$ cat config.mk
export PLATFORM = sky130hd
export DESIGN_NAME = tlv_packet_validator_top_flat
export DESIGN_NICKNAME = d
export VERILOG_FILES = /design/src/rtl/tlvpv_pkg.sv /design/src/rtl/tlvpv_if.sv /design/src/rtl/tlvpv_walker.sv /design/src/rtl/tlvpv_out_reg.sv /design/src/rtl/tlv_packet_validator_top.sv /design/src/flat_wrapper.sv
export SDC_FILE = /design/constraint.sdc
export NUM_CORES = 1
export LEC_CHECK = 0
export ABC_AREA = 1
export BUFFER_PORTS_ARGS = -buffer_cell sky130_fd_sc_hd__buf_4
export CORE_MARGIN = 4
export CORE_UTILIZATION = 25
export DETAILED_ROUTE_END_ITERATION = 10
export SLEW_MARGIN = 20
export SYNTH_ARGS = -nofsm -noshare
export SYNTH_HDL_FRONTEND = slang
export SYNTH_SLANG_ARGS = --single-unit
$ cat constraint.sdc
create_clock -name clock -period 5.8 [get_ports clock]
set_input_delay 0.58 -clock clock [delete_from_list [all_inputs] [get_ports clock]]
set_output_delay 0.58 -clock clock [all_outputs]
set_load 0.05 [all_outputs]
$ cat src/rtl/tlvpv_pkg.sv
// shared constants and types for the tlv packet validator
package tlvpv_pkg;

   // header and attribute header sizes in bytes
   localparam int HEADER_BYTES      = 8;
   localparam int ATTR_HEADER_BYTES = 4;

   // byte offset and chain boundary width, and saturation point of the offset
   localparam int OFFSET_W = 17;
   localparam logic [OFFSET_W-1:0] OFFSET_MAX = {OFFSET_W{1'b1}};
   localparam logic [OFFSET_W-1:0] HDR_LEN    = OFFSET_W'(HEADER_BYTES);

   localparam int COUNT_W = 15;

   // one input byte of the request buffer
   typedef struct packed {
      logic [7:0] byte_value;
      logic       last_byte;
   } item_type;

   // one validation result
   typedef struct packed {
      logic               packet_valid;
      logic [31:0]        request_number;
      logic [15:0]        request_type;
      logic [15:0]        packet_length;
      logic [COUNT_W-1:0] attribute_count;
   } result_type;

endpackage

$ cat src/rtl/tlvpv_if.sv
// valid/ready channel interfaces for request bytes and validation results

interface tlvpv_req_if;
   logic       valid;
   logic       ready;
   logic [7:0] byte_value;
   logic       last_byte;

   modport source (output valid, output byte_value, output last_byte, input ready);
   modport sink   (input valid, input byte_value, input last_byte, output ready);
endinterface

interface tlvpv_rsp_if;
   logic                          valid;
   logic                          ready;
   logic                          packet_valid;
   logic [31:0]                   request_number;
   logic [15:0]                   request_type;
   logic [15:0]                   packet_length;
   logic [tlvpv_pkg::COUNT_W-1:0] attribute_count;

   modport source (output valid, output packet_valid, output request_number,
                   output request_type, output packet_length,
                   output attribute_count, input ready);
   modport sink   (input valid, input packet_valid, input request_number,
                   input request_type, input packet_length,
                   input attribute_count, output ready);
endinterface

$ cat src/rtl/tlvpv_walker.sv
// header capture and attribute length chain walk, one byte per step
module tlvpv_walker (
   input  logic                  clock,
   input  logic                  reset,
   input  logic                  step,
   input  tlvpv_pkg::item_type   item,
   output tlvpv_pkg::result_type result
);

   logic [tlvpv_pkg::OFFSET_W-1:0] offset_ff, offset_in;
   logic [63:0]                    shift_ff, shift_in;
   logic [tlvpv_pkg::OFFSET_W-1:0] bound_ff, bound_in;
   logic [7:0]                     cap_ff, cap_in;
   logic                           err_ff, err_in;
   logic [tlvpv_pkg::COUNT_W-1:0]  count_ff, count_in;

   logic                           in_header;
   logic                           walking;
   logic                           len_hi;
   logic                           len_lo;
   logic [15:0]                    attr_len;
   logic [tlvpv_pkg::OFFSET_W-1:0] plen_ext;
   logic [tlvpv_pkg::OFFSET_W-1:0] bound_sum;
   logic [tlvpv_pkg::OFFSET_W-1:0] new_plen;
   logic                           short_buf;

   // decode where this byte falls in the packet
   assign in_header = offset_ff < tlvpv_pkg::HDR_LEN;
   assign plen_ext  = {1'b0, shift_ff[15:0]};
   assign walking   = !in_header && !err_ff && (bound_ff < plen_ext);
   assign len_hi    = walking && (offset_ff == bound_ff + tlvpv_pkg::OFFSET_W'(2));
   assign len_lo    = walking && (offset_ff == bound_ff + tlvpv_pkg::OFFSET_W'(3));
   assign attr_len  = {cap_ff, item.byte_value};
   assign bound_sum = bound_ff + {1'b0, attr_len};

   // next state of the walk
   always_comb begin
      shift_in = shift_ff;
      cap_in   = cap_ff;
      bound_in = bound_ff;
      err_in   = err_ff;
      count_in = count_ff;
      if (in_header) begin
         shift_in = {shift_ff[55:0], item.byte_value};
      end else if (len_hi) begin
         cap_in = item.byte_value;
      end else if (len_lo) begin
         count_in = count_ff + tlvpv_pkg::COUNT_W'(1);
         if (attr_len < 16'(tlvpv_pkg::ATTR_HEADER_BYTES)) begin
            err_in = 1'b1;
         end else begin
            bound_in = bound_sum;
            if (bound_sum > plen_ext) begin
               err_in = 1'b1;
            end
         end
      end
      offset_in = (offset_ff == tlvpv_pkg::OFFSET_MAX) ? offset_ff
                : offset_ff + tlvpv_pkg::OFFSET_W'(1);
   end

   // result as seen after this byte
   assign new_plen  = {1'b0, shift_in[15:0]};
   assign short_buf = offset_in < tlvpv_pkg::HDR_LEN;

   always_comb begin
      if (short_buf) begin
         result = '0;
      end else begin
         result.packet_valid    = !err_in && (bound_in == new_plen) && (new_plen <= offset_in);
         result.request_number  = shift_in[63:32];
         result.request_type    = shift_in[31:16];
         result.packet_length   = shift_in[15:0];
         result.attribute_count = count_in;
      end
   end

   // control state, cleared after the last byte of each buffer
   always_ff @(posedge clock) begin
      if (reset) begin
         offset_ff <= '0;
         bound_ff  <= tlvpv_pkg::HDR_LEN;
         err_ff    <= 1'b0;
         count_ff  <= '0;
      end else if (step) begin
         if (item.last_byte) begin
            offset_ff <= '0;
            bound_ff  <= tlvpv_pkg::HDR_LEN;
            err_ff    <= 1'b0;
            count_ff  <= '0;
         end else begin
            offset_ff <= offset_in;
            bound_ff  <= bound_in;
            err_ff    <= err_in;
            count_ff  <= count_in;
         end
      end
   end

   // header bytes and length high byte, refilled before every use
   always_ff @(posedge clock) begin
      if (step) begin
         shift_ff <= shift_in;
         cap_ff   <= cap_in;
      end
   end

endmodule

$ cat src/rtl/tlvpv_out_reg.sv
// result output register driving the response channel
module tlvpv_out_reg (
   input  logic                  clock,
   input  logic                  reset,
   input  logic                  load,
   input  tlvpv_pkg::result_type result,
   output logic                  free,
   tlvpv_rsp_if.source           rsp_if
);

   logic                  full_ff;
   tlvpv_pkg::result_type data_ff;

   // room for a new result when empty or when the held one transfers now
   assign free = !full_ff || rsp_if.ready;

   always_ff @(posedge clock) begin
      if (reset) begin
         full_ff <= 1'b0;
      end else if (load) begin
         full_ff <= 1'b1;
      end else if (rsp_if.ready) begin
         full_ff <= 1'b0;
      end
   end

   always_ff @(posedge clock) begin
      if (load) begin
         data_ff <= result;
      end
   end

   // drive the channel
   assign rsp_if.valid           = full_ff;
   assign rsp_if.packet_valid    = data_ff.packet_valid;
   assign rsp_if.request_number  = data_ff.request_number;
   assign rsp_if.request_type    = data_ff.request_type;
   assign rsp_if.packet_length   = data_ff.packet_length;
   assign rsp_if.attribute_count = data_ff.attribute_count;

endmodule

$ cat src/rtl/tlv_packet_validator_top.sv
// top level of the tlv packet validator
//
// Checks a type-length-value request buffer streamed in one byte per transfer
// on req_if; last_byte marks the final byte of the buffer. The 8-byte header
// holds a request number, type and packet length, all big-endian, followed by
// a chain of attributes whose 16-bit lengths include their 4-byte header.
// For every buffer one result transfers on rsp_if: a valid flag, the header
// fields and the number of attribute headers read.
// Throughput is one byte per cycle unless a last byte finds the result register
// holding a result that is not taken; no gap is needed between buffers. A byte is
// taken into the input register; the walk state and the result register update
// as it leaves that register, so rsp_if.valid rises once the last byte has left it.
// Reset is synchronous: it empties both registers and restarts the walk at
// the start of a buffer. If the receiver holds rsp_if.ready low, bytes keep
// flowing until a last byte reaches the input register; that byte then waits
// there, and req_if.ready drops, until the held result transfers.
module tlv_packet_validator_top (
   input  logic        clock,
   input  logic        reset,
   tlvpv_req_if.sink   req_if,
   tlvpv_rsp_if.source rsp_if
);

   logic                  s1_valid_ff;
   tlvpv_pkg::item_type   s1_item_ff;
   logic                  s1_adv;
   logic                  out_free;
   tlvpv_pkg::result_type result;

   // input register advances unless a last byte finds the output busy
   assign s1_adv       = s1_valid_ff && (!s1_item_ff.last_byte || out_free);
   assign req_if.ready = !s1_valid_ff || s1_adv;

   always_ff @(posedge clock) begin
      if (reset) begin
         s1_valid_ff <= 1'b0;
      end else if (req_if.ready) begin
         s1_valid_ff <= req_if.valid;
      end
   end

   always_ff @(posedge clock) begin
      if (req_if.valid && req_if.ready) begin
         s1_item_ff.byte_value <= req_if.byte_value;
         s1_item_ff.last_byte  <= req_if.last_byte;
      end
   end

   // chain walk
   tlvpv_walker u_walker (
      .clock  (clock),
      .reset  (reset),
      .step   (s1_adv),
      .item   (s1_item_ff),
      .result (result)
   );

   // result register
   tlvpv_out_reg u_out_reg (
      .clock  (clock),
      .reset  (reset),
      .load   (s1_adv && s1_item_ff.last_byte),
      .result (result),
      .free   (out_free),
      .rsp_if (rsp_if)
   );

`ifndef SYNTHESIS
   // a stalled byte stays in the input register unchanged
   a_s1_hold: assert property (@(posedge clock) disable iff (reset)
      s1_valid_ff && !s1_adv |=> s1_valid_ff && $stable(s1_item_ff))
      else $error("input register lost or changed a stalled byte");

   // an accepted byte lands in the input register
   a_s1_fill: assert property (@(posedge clock) disable iff (reset)
      req_if.valid && req_if.ready |=> s1_valid_ff)
      else $error("accepted byte not held in input register");

   // no result is presented right after reset
   a_rst_empty: assert property (@(posedge clock)
      reset |=> !rsp_if.valid)
      else $error("result valid after reset");

   // a valid packet always declares at least a full header
   a_valid_len: assert property (@(posedge clock) disable iff (reset)
      rsp_if.valid && rsp_if.packet_valid
         |-> rsp_if.packet_length >= 16'(tlvpv_pkg::HEADER_BYTES))
      else $error("valid packet with length below header size");
`endif

endmodule

$ cat src/flat_wrapper.sv
// flat-port wrapper written by rule: the top's interface ports become plain ports
module tlv_packet_validator_top_flat 
  (clock, reset, req_if_valid, req_if_byte_value, req_if_last_byte, req_if_ready, rsp_if_valid, rsp_if_packet_valid, rsp_if_request_number, rsp_if_request_type, rsp_if_packet_length, rsp_if_attribute_count, rsp_if_ready);
  tlvpv_req_if req_if_i ();
  tlvpv_rsp_if rsp_if_i ();
  input  logic clock;
  input  logic reset;
  input wire logic [$bits(req_if_i.valid)-1:0] req_if_valid;
  input wire logic [$bits(req_if_i.byte_value)-1:0] req_if_byte_value;
  input wire logic [$bits(req_if_i.last_byte)-1:0] req_if_last_byte;
  output wire logic [$bits(req_if_i.ready)-1:0] req_if_ready;
  output wire logic [$bits(rsp_if_i.valid)-1:0] rsp_if_valid;
  output wire logic [$bits(rsp_if_i.packet_valid)-1:0] rsp_if_packet_valid;
  output wire logic [$bits(rsp_if_i.request_number)-1:0] rsp_if_request_number;
  output wire logic [$bits(rsp_if_i.request_type)-1:0] rsp_if_request_type;
  output wire logic [$bits(rsp_if_i.packet_length)-1:0] rsp_if_packet_length;
  output wire logic [$bits(rsp_if_i.attribute_count)-1:0] rsp_if_attribute_count;
  input wire logic [$bits(rsp_if_i.ready)-1:0] rsp_if_ready;
  assign req_if_i.valid = req_if_valid;
  assign req_if_i.byte_value = req_if_byte_value;
  assign req_if_i.last_byte = req_if_last_byte;
  assign req_if_ready = req_if_i.ready;
  assign rsp_if_valid = rsp_if_i.valid;
  assign rsp_if_packet_valid = rsp_if_i.packet_valid;
  assign rsp_if_request_number = rsp_if_i.request_number;
  assign rsp_if_request_type = rsp_if_i.request_type;
  assign rsp_if_packet_length = rsp_if_i.packet_length;
  assign rsp_if_attribute_count = rsp_if_i.attribute_count;
  assign rsp_if_i.ready = rsp_if_ready;
  tlv_packet_validator_top u_core (.clock(clock), .reset(reset), .req_if(req_if_i), .rsp_if(rsp_if_i));
endmodule
==> results.md, run 1 <==
- Status: completed
- Hold Path Class: primary input to flip-flop
- Peak supply drop: ~0.18 mV
- Crit path launch type: flip-flop
- Share of cells above drive strength 1: 0.141
- F_max: ~250 MHz
- Clock power share: 0.450
- Seq pwr share: 0.485
- FF+latch area: just under 6000 um^2
- CTS tree: built
- Largest net degree at the start of global routing: 69
- Initial Util: 0.253
- Cell Int Power: about 2.7 mW
- Combinational power share: 0.065
- Critical path class: flip-flop to flip-flop
- Root buf cell: clkbuf_16
- Final nets: approximately 1,700
- Die outline area: 54,400 um^2
- Buffers on Ports: 94
- Initial antenna violation count: 1
- Multi-input combinational cell area: approximately 6000 um^2
- Drt pass-1 iters: 5
- Final Core Density: 0.298
- Met3 Use GR: 0.0227
- DR vias: 10,700
- Worst slew pin tran: approximately 0.95 ns
- First-pass GRT wire length: approximately 59,000 um
- Register area share after synthesis: 0.463
- Clock tree skew after final layout: 0.0168 ns
- Main synth FF type: edfxtp_1
- Vias/cell: roughly 4.6
- # Max-Cap Violations: 0
- Yosys reg bits: 213
- Synth warnings: 0
- Antenna cells: 0
- Max_slew headroom: 0.367
- Total track usage: 0.140
- Post-Syn Area: roughly 13,000 um^2
- Die height: around 230 um
- Syn_nets: between 1,500 and 2,000
- Commonest non-fill, non-tap cell in the layout: nand2_1
- Grt ovf: 0
- DRT iter0 DRCs: 872
- RSZ-0062 raised after global routing: false
- Final Cycle Share: 0.691
- DRC errors left: 0
- Synth Instances: around 1,600
- Placer Congestion: between 0.9 and 1
- Net Sw Frac: 0.238
- Skew-Pair Late Insertion Delay: ~0.53 ns
- DP HPWL: around 29,000 um
- Clock H-tree levels: 1
- Post-CTS Resized: 0
- Ports: 95
- Synth cell types: 50
- Commonest cells after routing, fill and taps aside: nand2_1 (383), inv_1 (184), nor2_1 (167)
- Fillers: about 5,300
- Vias in the first global route: just over 10,000
- Clk buf depth: 3
- Most used routing layer: met2
- Final WL: roughly 39,000 um
- Crit Path Max Fanout: 8
- Hold-fix buffers at CTS: 0
- Setup crit end kind: flip-flop
- Min cycle time layout: approximately 4.0 ns
- Clock slew at reported path FFs: approximately 0.060 ns
- Cell Pwr Density: 234 nW/um^2
- Layout overhead on the synthesized area: 17.8%
- Final hold vios: 0
- Post-CTS setup buffers: 0
- DRT antenna net count: 0
- Syn avg cell area: 8.16 um^2
- GR Util met1: 0.180
- Chip width: ~230 um
- Async SR Flop Fraction: 0
- Area of the core: around 50,000 um^2
- Setup violators final: 0
- Number of flops mapped to enable cells by yosys: ~160
- Total net switching power: 832 uW
- Num CTS Buffers: 25
- Wirelength per Cell: approximately 17 um
- Row count: slightly above 80
- Pleak: between 6 and 7 nW
- Setup TNS Final: 0 ns
- Worst path arrival time: between 4 and 5 ns
- Met2 Use GR: 0.235
- Worst Path Required: between 6 and 7 ns
- Count of pins over their slew limit: 0
- Worst Hold Margin: ~0.23 ns
- Clock sinks: 213
==> metal layers <==
metal,share of wire,vias up
met3,0.063,89
met5,0.00033,-
met1,0.43,4981
li1,-,5293
met2,0.46,331
met4,0.042,2
==> final timing paths <==
| kind | from | endpoint | slack (ns) | cells after the start |
|---|---|---|---|---|
| worst max register to register | u_core.u_walker.bound_ff[1] | u_core.u_out_reg.rsp_if.packet_valid | 1.79 | 21 |
| worst min register to register | u_core.u_walker.count_ff[14] | u_core.u_walker.count_ff[14] | 0.50 | 2 |
| worst max-delay path | u_core.u_walker.bound_ff[1] | u_core.u_out_reg.rsp_if.packet_valid | 1.79 | 21 |
| worst min-delay path | req_if_byte_value[1] | u_core.s1_item_ff[2] | 0.23 | 1 |
==> worst max-delay path: stages (launching register included) <==
cell     delay (ns)
dfxtp_1        0.53
inv_1          0.21
fa_1           0.50
o21ai_0        0.44
nand2_1        0.10
nand2_1        0.13
nand2_1        0.06
nand2_1        0.09
nand3_1        0.07
nand2_1        0.08
xor2_1         0.24
ha_1           0.30
a21oi_1        0.13
o21a_1         0.13
a21oi_1        0.06
o21ai_0        0.13
nand2_1        0.07
nand2_1        0.06
nand3_1        0.11
a21oi_1        0.23
nand3_1        0.10
nor2_1         0.11
==> Yosys cell counts, drive strengths merged (2+ instances only) <==
| cell type | n | area share |
|---|---|---|
| a211oi | 2 | 0.0012 |
| a21o | 6 | 0.0036 |
| a21oi | 77 | 0.030 |
| a2bb2oi | 4 | 0.0028 |
| a31oi | 3 | 0.0015 |
| and3 | 2 | 0.00099 |
| buf | 14 | 0.0066 |
| clkbuf | 36 | 0.011 |
| clkinv | 3 | 0.00089 |
| dfxtp | 52 | 0.082 |
| edfxtp | 161 | 0.38 |
| ha | 68 | 0.067 |
| inv | 192 | 0.057 |
| nand2 | 393 | 0.12 |
| nand3 | 68 | 0.027 |
| nand3b | 4 | 0.0024 |
| nand4 | 37 | 0.019 |
| nor2 | 183 | 0.058 |
| nor3 | 18 | 0.0071 |
| nor3b | 3 | 0.0018 |
| nor4 | 8 | 0.0039 |
| o211ai | 2 | 0.0012 |
| o21a | 2 | 0.0012 |
| o21ai | 92 | 0.037 |
| o21bai | 3 | 0.0021 |
| o22ai | 5 | 0.0025 |
| or2 | 50 | 0.025 |
| xnor2 | 14 | 0.010 |
| xor2 | 48 | 0.034 |
==> state kept, by name (all words and copies together) (netlist names) <==
name	count
u_core.u_walker.cap_ff	8
u_core.u_out_reg.rsp_if.packet_valid	1
u_core.s1_item_ff	9
u_core.u_walker.err_ff	1
u_core.u_walker.bound_ff	17
u_core.u_out_reg.rsp_if.attribute_count	15
u_core.u_out_reg.rsp_if.request_type	16
u_core.u_out_reg.rsp_if.valid	1
u_core.u_walker.count_ff	15
u_core.u_walker.offset_ff	17
u_core.u_out_reg.rsp_if.request_number	32
u_core.u_out_reg.rsp_if.packet_length	16
u_core.s1_valid_ff	1
u_core.u_walker.shift_ff	64
==> power by group through the flow <==
stage / clock, mW / combinational, mW / sequential [mW]
5_1_grt: 1.69 / 0.252 / 1.70
6_report: 1.57 / 0.229 / 1.70
3_5_place_dp: 0 / 0.230 / 1.73
2_1_floorplan: 0 / 0.109 / 1.76
3_3_place_gp: 0 / 0.228 / 1.73
4_1_cts: 1.63 / 0.231 / 1.70
==> per-stage QoR <==
stage / setup slack (ns) / std cells / power (mW) / cell area (um^2)
after floorplan: 1.21 / 1555 / 1.87 / 12700
after global placement: 1.87 / 2284 / 1.96 / 14100
after detailed placement: 1.80 / 2284 / 1.96 / 14100
after CTS: 1.78 / 2329 / 3.55 / 14900
after global routing: 1.30 / 2329 / 3.64 / 14900
final: 1.79 / 2329 / 3.50 / 14900
==> cells by family after synthesis <==
logic type / after synthesis / share of synthesized area
and+or+nand+nor: 766 / 0.263
buffers and inverters: 245 / 0.0751
DFF: 213 / 0.463
AOI/OAI and AO/OA: 200 / 0.0855
adders and majority gates: 69 / 0.0687
xor gates and xnor gates: 62 / 0.0440
==> layout make-up <==
type / count / area share
flip-flops and latches: 213 / 0.393
multi-input cells: 1097 / 0.393
well taps: 672 / 0.0563
repair buffers: 107 / 0.0538
inverters: 195 / 0.0491
clock buffers: 29 / 0.0429
clock inverters: 16 / 0.0118
Note: power is estimated with default switching activity, not from simulation.
==> inputs of run 2 (changes only) <==
==> constraint.sdc (replaced) <==
create_clock -name clock -period 4.04 [get_ports clock]
set_input_delay 0.404 -clock clock [delete_from_list [all_inputs] [get_ports clock]]
set_output_delay 0.404 -clock clock [all_outputs]
set_load 0.05 [all_outputs]
==> run 2 against run 1 <==
  * Die area did not move
  * Via count rose by 2.2%
  * Cell count rose by 0.90%
  * Global-route usage rose by 0.16 points
  * Sequential power rose by 43%
  * Cell area rose by 1.2%
  * Total power rose by 42%
  * Critical endpoint unchanged
==> results.md, run 2 (same netlist as run 1, synthesis figures left out) <==
- Hold Path Class: primary input to flip-flop
- Critical path class: flip-flop to flip-flop
- Vias in the first global route: 10,600 (+4.0%)
- R2R setup slack: 0.36 ns (-1.44 ns)
- Num CTS Buffers: 24 (-4.0%)
- Biggest register: u_core.u_walker.shift_ff
- CTS tree: built
- Antenna cells: 0 (unchanged)
- Worst Path Required: 4.45 ns (-1.74 ns)
- Hold Crit Depth: 1 (unchanged)
- Drt pass-1 iters: 5 (unchanged)
- Peak supply drop: 0.253 mV (+44%)
- Root buf cell: clkbuf_16
- Final WL: 39,700 um (+1.5%)
- Fillers: 5,300 (-0.49%)
- Area of the core: 50,200 um^2 (unchanged)
- Min cycle time layout: 3.68 ns (-0.323 ns)
- Number of flip-flops in the largest register: 64 (unchanged)
- Worst slew pin tran: 0.857 ns (-0.0929 ns)
- Initial Util: 0.253 (unchanged)
- Setup violators final: 0 (unchanged)
- # Max-Cap Violations: 0 (unchanged)
- Final nets: 1,743 (+1.3%)
- Most frequent CP cell: nand2_1
- Largest net degree at the start of global routing: 82 (+19%)
- Clock tree skew after final layout: 0.0220 ns (+0.00523 ns)
- Clock slew at reported path FFs: 0.07 ns (about the same)
- Final hold vios: 0 (unchanged)
- Pleak: 6.27 nW (+2.3%)
- Grt ovf: 0 (unchanged)
- Max_slew headroom: 0.429 (+0.0619)
- Area after DPL: 14,300 um^2 (+1.3%)
- DRC errors left: 0 (unchanged)
- Clock sinks: 213 (unchanged)
- Row count: 82 (unchanged)
- Commonest cells after routing, fill and taps aside: nand2_1 (383), inv_1 (184), nor2_1 (167)
- Finished Cell Area: 15,100 um^2 (+1.2%)
- Cell Pwr Density: 330 nW/um^2 (+41%)
- Register-to-Register Path Depth: 22 (+4.8%)
- Total track usage: 0.142 (+0.00158)
- CP peak stage delay: 0.42 ns (-0.11 ns)
- Die outline area: 54,400 um^2 (unchanged)
- Count of pins over their slew limit: 0 (unchanged)
- Placer Congestion: 0.974 (+5.1%)
- Ports: 95 (unchanged)
- Chip width: 233 um (unchanged)
- Status: completed
- Clock H-tree levels: 1 (unchanged)
- Commonest non-fill, non-tap cell in the layout: nand2_1
- Buffers on Ports: 94 (unchanged)
- Wirelength per Cell: 16.9 um (+0.58%)
- Critical-path cell list: ha_1, inv_1, fa_1, o21ai_0, nand2_1, nand2_1, nand2_1, nand2_1, nand3_1, nand2_1, xor2_1, ha_1, a21oi_1, o21a_1, a21oi_1, o21ai_0, nand2_1, nand2_1, nand3_1, a21oi_1, nand3_1, nor2_1
- Critical Path Slowest Stage Cell: dfxtp_1
- DP HPWL: 29,800 um (+3.5%)
- Crit Path Max Fanout: 6 (-2)
- Worst path arrival time: 4.09 ns (-0.30 ns)
- Share of cells above drive strength 1: 0.151 (+0.0102)
- Vias/cell: 4.65 (+1.3%)
- First-pass GRT wire length: 61,000 um (+2.6%)
- Setup TNS Final: 0 ns (unchanged)
- Skew-Pair Late Insertion Delay: 0.54 ns (about the same)
- Die height: 233 um (unchanged)
- DR vias: 10,900 (+2.2%)
- Setup crit end kind: flip-flop
- DRT antenna net count: 0 (unchanged)
- DRT iter0 DRCs: 867 (-0.57%)
- F_max: 272 MHz (+8.8%)
- RSZ-0062 raised after global routing: false
- Crit path launch type: flip-flop
- Final Cycle Share: 0.911 (+0.221)
- Layout overhead on the synthesized area: 19.2%
- Initial antenna violation count: 0 (-1)
- Clk buf depth: 3 (unchanged)
- Power, Total: 4.99 mW (+42%)
## run 2: final timing paths
path,startpoint,to
max,u_core.u_walker.bound_ff[0],u_core.u_out_reg.rsp_if.packet_valid
min,req_if_byte_value[3],u_core.s1_item_ff[4]
max reg2reg,u_core.u_walker.bound_ff[0],u_core.u_out_reg.rsp_if.packet_valid
min reg2reg,u_core.s1_item_ff[1],u_core.u_walker.cap_ff[0]
## run 2: routing by layer
metal  track usage  wire (um)  vias to the layer above
met4        0.0409       1070                        0
met2         0.249      19400                      311
met5             0          0                        -
met3        0.0167       1990                       69
li1              -          -                     5343
met1         0.183      17300                     5207
## run 2: final cells by class
class                      count  area [um^2]  share of cell area
clock buffer                  31          658              0.0435
clock inverter                12          126             0.00836
inverter                     195          734              0.0486
multi-input combinational   1097         5870               0.388
sequential                   213         5880               0.389
tap                          672          841              0.0556
timing repair buffer         130         1010              0.0667
## run 2: stage by stage
step           worst slack (ns)  cells   util  hold WS [ns]
2_1_floorplan             0.243   1555      -         0.449
3_3_place_gp              0.405   2306  0.285         0.465
3_5_place_dp              0.408   2306  0.285         0.490
4_1_cts                   0.376   2349  0.301        0.0306
5_1_grt                  0.0459   2350  0.301        0.0342
6_report                  0.358   2350  0.301        0.0435
## run 2: where the power goes
part / internal [mW] / switching (mW)
registers: 2.40 / 0.0293
logic: 0.0974 / 0.243
clock network: 1.29 / 0.927
total: 3.79 / 1.20
## run 2: repair_timing
item / 4_1_cts / 5_1_grt
setup endpoints to repair: 0 / 1
hold buffers: 0 / 0
gates resized for setup: 0 / 1
buffers inserted: 0 / 0
## run 2: worst max-delay path, delay by kind of cell, from the launching register on
kind	cells	cell delay (ns)
buffers and inverters	1	0.06
and+or+nand+nor	11	0.93
xor gates and xnor gates	1	0.20
DFF	1	0.42
adders and majority gates	3	0.87
AOI/OAI and AO/OA	6	1.06
